**src/design/msm_pkg.sv**
```systemverilog
// Shared types and constants for the multivoice sample mixer.
package msm_pkg;

   localparam logic [2:0] OP_LOAD   = 3'd0;
   localparam logic [2:0] OP_START  = 3'd1;
   localparam logic [2:0] OP_PAN    = 3'd2;
   localparam logic [2:0] OP_STOP   = 3'd3;
   localparam logic [2:0] OP_RENDER = 3'd4;

   localparam logic CSR_OUTPUT_RATE = 1'b0;
   localparam logic CSR_VOICES      = 1'b1;

   localparam logic [19:0] OUTPUT_RATE_RESET = 20'd48000;
   localparam logic [4:0]  VOICES_RESET      = 5'd16;
   localparam int          CSR_DATA_W        = 20;

   typedef struct packed {
      logic [2:0]  op;
      logic [3:0]  voice;
      logic [15:0] address;
      logic [7:0]  sample_byte;
      logic [16:0] length;
      logic [19:0] source_rate_hz;
      logic [31:0] pitch_mult;
      logic [7:0]  volume;
      logic [8:0]  separation;
   } req_type;

   typedef struct packed {
      logic signed [15:0] left_out;
      logic signed [15:0] right_out;
      logic               error;
      logic [15:0]        active_mask;
   } rsp_type;

   // Classified request handed from front to back.
   typedef struct packed {
      logic [2:0]  op;
      logic        valid_voice;
      logic        bad_start;
      logic [3:0]  voice;
      logic [15:0] address;
      logic [7:0]  sample_byte;
      logic [16:0] length;
      logic [19:0] source_rate_hz;
      logic [31:0] pitch_mult;
      logic [6:0]  volume;
      logic [7:0]  separation;
   } cmd_type;

endpackage

```
**src/design/msm_front.sv**
```systemverilog
// Front end: checks voice index and start parameters, clamps gains inputs.
module msm_front import msm_pkg::*; #(
   parameter int MAX_VOICES = 16
) (
   input  logic        clock,
   input  logic        reset,
   input  logic        push,
   output logic        full,
   input  req_type     req_data,
   input  logic [19:0] output_rate_hz,
   input  logic [4:0]  voices_in_use,
   output logic        cmd_valid,
   input  logic        cmd_ready,
   output cmd_type     cmd_data
);
   localparam logic [6:0] MaxV = 7'(MAX_VOICES);
   logic    valid_ff, valid_in;
   cmd_type cmd_ff, cmd_in;
   logic [6:0] count;

   assign count = ({2'b0, voices_in_use} > MaxV) ? MaxV : {2'b0, voices_in_use};
   assign full  = valid_ff && !cmd_ready;

   always_comb begin
      cmd_in = cmd_ff;
      valid_in = valid_ff && !cmd_ready;
      if (push && !full) begin
         valid_in              = 1'b1;
         cmd_in.op             = req_data.op;
         cmd_in.voice          = req_data.voice;
         cmd_in.valid_voice    = {3'b0, req_data.voice} < count;
         cmd_in.bad_start      = req_data.length == '0 || req_data.source_rate_hz == '0
                                 || req_data.pitch_mult == '0 || output_rate_hz == '0;
         cmd_in.address        = req_data.address;
         cmd_in.sample_byte    = req_data.sample_byte;
         cmd_in.length         = req_data.length[16] ? 17'h10000 : req_data.length;
         cmd_in.source_rate_hz = req_data.source_rate_hz;
         cmd_in.pitch_mult     = req_data.pitch_mult;
         cmd_in.volume         = req_data.volume > 8'd127 ? 7'd127 : req_data.volume[6:0];
         cmd_in.separation     = req_data.separation > 9'd254 ? 8'd254
                                 : req_data.separation[7:0];
      end
   end

   always_ff @(posedge clock) begin
      if (reset) valid_ff <= 1'b0;
      else valid_ff <= valid_in;
      cmd_ff <= cmd_in;
   end

   assign cmd_valid = valid_ff;
   assign cmd_data  = cmd_ff;
endmodule

```
**config.mk**
```make
export PLATFORM = sky130hd
export DESIGN_NAME = msm_front
export DESIGN_NICKNAME = d
export VERILOG_FILES = /design/src/design/msm_pkg.sv /design/src/design/msm_front.sv
export SDC_FILE = /design/constraint.sdc
export NUM_CORES = 1
export LEC_CHECK = 0
export ABC_CLOCK_PERIOD_IN_PS = 6550
export BUFFER_PORTS_ARGS = -buffer_cell sky130_fd_sc_hd__clkbuf_2
export CORE_MARGIN = 5
export CORE_UTILIZATION = 38
export DETAILED_ROUTE_END_ITERATION = 16
export GPL_ROUTABILITY_DRIVEN = 0
export GPL_TIMING_DRIVEN = 1
export PLACE_DENSITY = 0.83
export RECOVER_POWER = 25
export SKIP_CTS_REPAIR_TIMING = 1
export SLEW_MARGIN = 10
export SYNTH_ARGS = -nofsm -noshare
export SYNTH_HDL_FRONTEND = slang
export SYNTH_SLANG_ARGS = --single-unit
```
**constraint.sdc**
```tcl
create_clock -name clock -period 6.55 [get_ports clock]
set_input_delay 0.3275 -clock clock [delete_from_list [all_inputs] [get_ports clock]]
set_output_delay 0.3275 -clock clock [all_outputs]
set_load 0.005 [all_outputs]
```
# == Yosys cells after proc, flatten, opt, wreduce, memory -nomap -nowiden ==
# Index checks and enable logic that the tools add are counted.
# classes
n_mux,3
magnitude_cmp,4
reduce_logical,11
# ops
operator,n
logical NOT 20 bit,2
logical NOT 32 bit,1
logical NOT 17 bit,1
2-to-1 mux 17 bit,1
greater-than comparator 9 x 8 -> 1 bit (second input constant),1
greater-than comparator 8 x 7 -> 1 bit (second input constant),1
greater-than comparator 5 bit (second input constant),1
less-than comparator 4 x 5 -> 1 bit,1
2-to-1 mux 5 bit,1
logical OR 1 bit,3
logical AND 1 bit,2
logical NOT 1 bit,2
2-to-1 mux 1 bit,1
# totals
word_cells,31
in_bits,146
output_inout_bits,119
reg_bits,118

# == Depth between registers and ports, before layout ==
# logic_depth
depth_word,5
ltp_mapped,5
depth_no_buf,5

# == Worst setup path before layout ==
# No wires, ideal clock.
# synth_path
path_kind,reg-to-reg
startpoint,"register valid_ff, in the netlist cmd_valid"
endpoint,"register cmd_ff (netlist bit cmd_data[0]), enable pin"
path_slack_ns,0.288
n_path_buf,0
setup_ns,0.608
required_time_ns,5.942
path_stages_with_launch,3
synth_period_minus_slack_ns,6.262
arrival_time_ns,5.654
cell_sequence,dfxtp_1 > nor2b_1 > nor2b_1
# synth_via
elab_chain_len,3
# synth_lines
element,line,rtl
from (decl),msm_front.sv:17,"logic valid_ff, valid_in;"
from (signal assigned),msm_front.sv:47,else valid_ff <= valid_in;
logical AND 1 bit,msm_front.sv:22,assign full = valid_ff && !cmd_ready;
net full,msm_front.sv:8,"output logic full,"
logical NOT 1 bit,msm_front.sv:27,if (push && !full) begin
logical AND 1 bit,msm_front.sv:27,
to (signal assigned),msm_front.sv:48,cmd_ff <= cmd_in;
to (decl),msm_front.sv:18,"cmd_type cmd_ff, cmd_in;"
# The timed path passes the listed nets, and every way through them passes these cells.
# A chain may end at the register's enable or synchronous reset.

# == Final worst setup path ==
# layout_path
startpoint,"register valid_ff, in the netlist cmd_valid"
endpoint,output port full
# layout_via
elab_chain_len,1
# layout_lines
element,line
logical AND 1 bit,msm_front.sv:22
to (decl),msm_front.sv:8
# No other way between the ends.

==> flow_metrics.env <==
export IMPL_status="complete, no violations"
export IMPL_critPathBufInv=1
export IMPL_tns_ps=0
export IMPL_clk_latency_ps=500
export IMPL_cts_sinks=118
export IMPL_via_count=3123
export IMPL_slew_headroom=0.504
export IMPL_grt_usage=0.168
export IMPL_drv_cap=0
export IMPL_syn_area_per_cell_sq_um=20.3
export IMPL_dieArea_sq_um=12900
export IMPL_grt_pass1_vias=3125
export IMPL_final_cell_mix="clkbuf_2 (213), edfxtp_1 (117), clkbuf_1 (52), dlygate4sd3_1 (38), nor4_1 (19)"
export IMPL_drc_errors=0
export IMPL_grt_max_degree=60
export IMPL_antenna_cells=0
export IMPL_stdcell_area_sq_um=6500
export IMPL_dpl_cell_area_sq_um=5580
export IMPL_hold_ws_ps=29.2
export IMPL_grt_pass1_wl_mm=16.3
export IMPL_rsz0062_at_grt="false"
export IMPL_ff2ff_setup_slack_ps=4940
export IMPL_die_width_um=114
export IMPL_clk_pin_slew_ps=60
export IMPL_p_leak_nw=2.68
export IMPL_layout_drive_gt1_share=0.491
export IMPL_final_common_cell="clkbuf_2"
export IMPL_crit_family="flip-flops"
export IMPL_required_ps=6220
export IMPL_reg2reg_depth=3
export IMPL_ant_nets=0
export IMPL_hold_depth=1
export IMPL_wl_per_cell_um=17.5
export IMPL_min_path_type="in -> reg"
export IMPL_h_tree_depth=4
export IMPL_yosysSeqAreaShare=0.868
export IMPL_layout_cells_non_filler=672
export IMPL_synth_area_sq_um=4070
export IMPL_cp_slowest_stage_delay_ps=330
export IMPL_fin_crit_sh=0.249
export IMPL_fmax_mhz=612
export IMPL_initial_utilization=0.393
export IMPL_skew_ps=4.88
export IMPL_pin_count=265
export IMPL_first_pass_iters=4
export IMPL_num_rows=37
export IMPL_startpoint_type="register"
export IMPL_dp_final_hpwl_mm=8.85
export IMPL_cp_end_kind="output port"
export IMPL_synth_ff_latch_count=118
export IMPL_setup_viol=0
export IMPL_drt_wl_total_mm=11.8
export IMPL_syn_inst=201
export IMPL_final_max_slew_viol_count=0
export IMPL_clockBufferDepth=2
export IMPL_drtIter0Drc=121
export IMPL_p_per_area_nw_per_um2=306
export IMPL_vdd_drop_max_mv=0.141
export IMPL_antenna_found_initial=2
export IMPL_post_place_cells=602
export IMPL_cp_max_fo=3
export IMPL_areaGrowthSynthToFinish_pct=59.6
export IMPL_hold_viol_final=0
export IMPL_place_ws_ps=4900
export IMPL_layout_nets=672
export IMPL_finalWorstPathRequiredPeriod_ps=1630
export IMPL_timing_final_ws_setup_ps=4920
export IMPL_tightest_slew_ps=744
export IMPL_synth_cell_type_count=19
export IMPL_critical_path_depth=2
export IMPL_root_buffer="clkbuf_8"
export IMPL_routed_via_density=4.65
export IMPL_ys_warn_count=0
export IMPL_syn_nets=350
export IMPL_utilization=0.627
export IMPL_critical_path_class="reg -> out"
export IMPL_numCtsBuffers=17
export IMPL_worstPathArrival_ps=1310
export IMPL_core_area_sq_um=10400
export IMPL_numPortBuffers=264
export IMPL_slowest_stage="dfxtp_1"
export IMPL_crit_path_cell_trace="nor2b_1 -> clkbuf_2"
export IMPL_cts_tree="yes"
export IMPL_finalPower_mw=1.99
export IMPL_overflow=0
export IMPL_die_h_um=114
## report_power, final
part	switching [mW]	internal (mW)	total, mW
Sequential	0.0127	0.885	0.897
Combinational	0.0755	0.0791	0.155
Clock	0.322	0.614	0.936
## cells in the mapped netlist
cell | count | area [sq um]
edfxtp_1 | 117 | 3510
nor4_1 | 19 | 119
nor2b_1 | 17 | 106
or2_2 | 14 | 87.6
nor2_1 | 6 | 22.5
nand2b_1 | 4 | 25.0
nand4_1 | 4 | 25.0
ha_1 | 3 | 37.5
nand3_1 | 3 | 15.0
nor4_2 | 3 | 37.5
nand2_1 | 2 | 7.51
or3_1 | 2 | 12.5
a211oi_1 | 1 | 7.51
a21o_1 | 1 | 7.51
buf_2 | 1 | 5.00
dfxtp_1 | 1 | 20.0
nor2b_2 | 1 | 8.76
nor3b_1 | 1 | 7.51
o22ai_1 | 1 | 6.26
## layout make-up
| type | instances | area (sq um) |
|---|---|---|
| repair buffers | 304 | 1650 |
| fillers | 826 | 3870 |
| multi-input cells | 82 | 541 |
| well taps | 136 | 170 |
| clock buffers | 18 | 418 |
| flip-flops and latches | 118 | 3530 |
| clock inverters | 14 | 183 |
## final timing paths
path / startpoint / endpoint
max: cmd_valid$_SDFF_PP0_ / full
min: req_data[110] / cmd_data[108]$_DFFE_PP_
max reg2reg: cmd_valid$_SDFF_PP0_ / cmd_data[25]$_DFFE_PP_
min reg2reg: cmd_valid$_SDFF_PP0_ / cmd_valid$_SDFF_PP0_
## logic make-up (layout without fill, tap and decap cells)
kind of cell,count (synthesis),count (layout),share of synthesized area
and+or+nand+nor,76,76,0.116
AOI/OAI and AO/OA,3,3,0.00523
DFF,118,118,0.868
adders and majority gates,3,3,0.00922
buffers and inverters,1,336,0.00123
## flip-flops by register name, indices dropped and copies added, names as in the netlist
name,flops
cmd_data,117
cmd_valid,1
## layer usage
layer,GRT usage,part of all wire
met1,0.184,0.36
met2,0.286,0.50
met3,0.0838,0.12
met4,0.0553,0.013
met5,0,0.0021
## worst reg2reg max path: stages, from the launching register on
cell,delay (ps)
dfxtp_1,310
nor2b_1,170
nor2b_4,130
buf_4,580
Note: power is estimated with default switching activity, not from simulation.
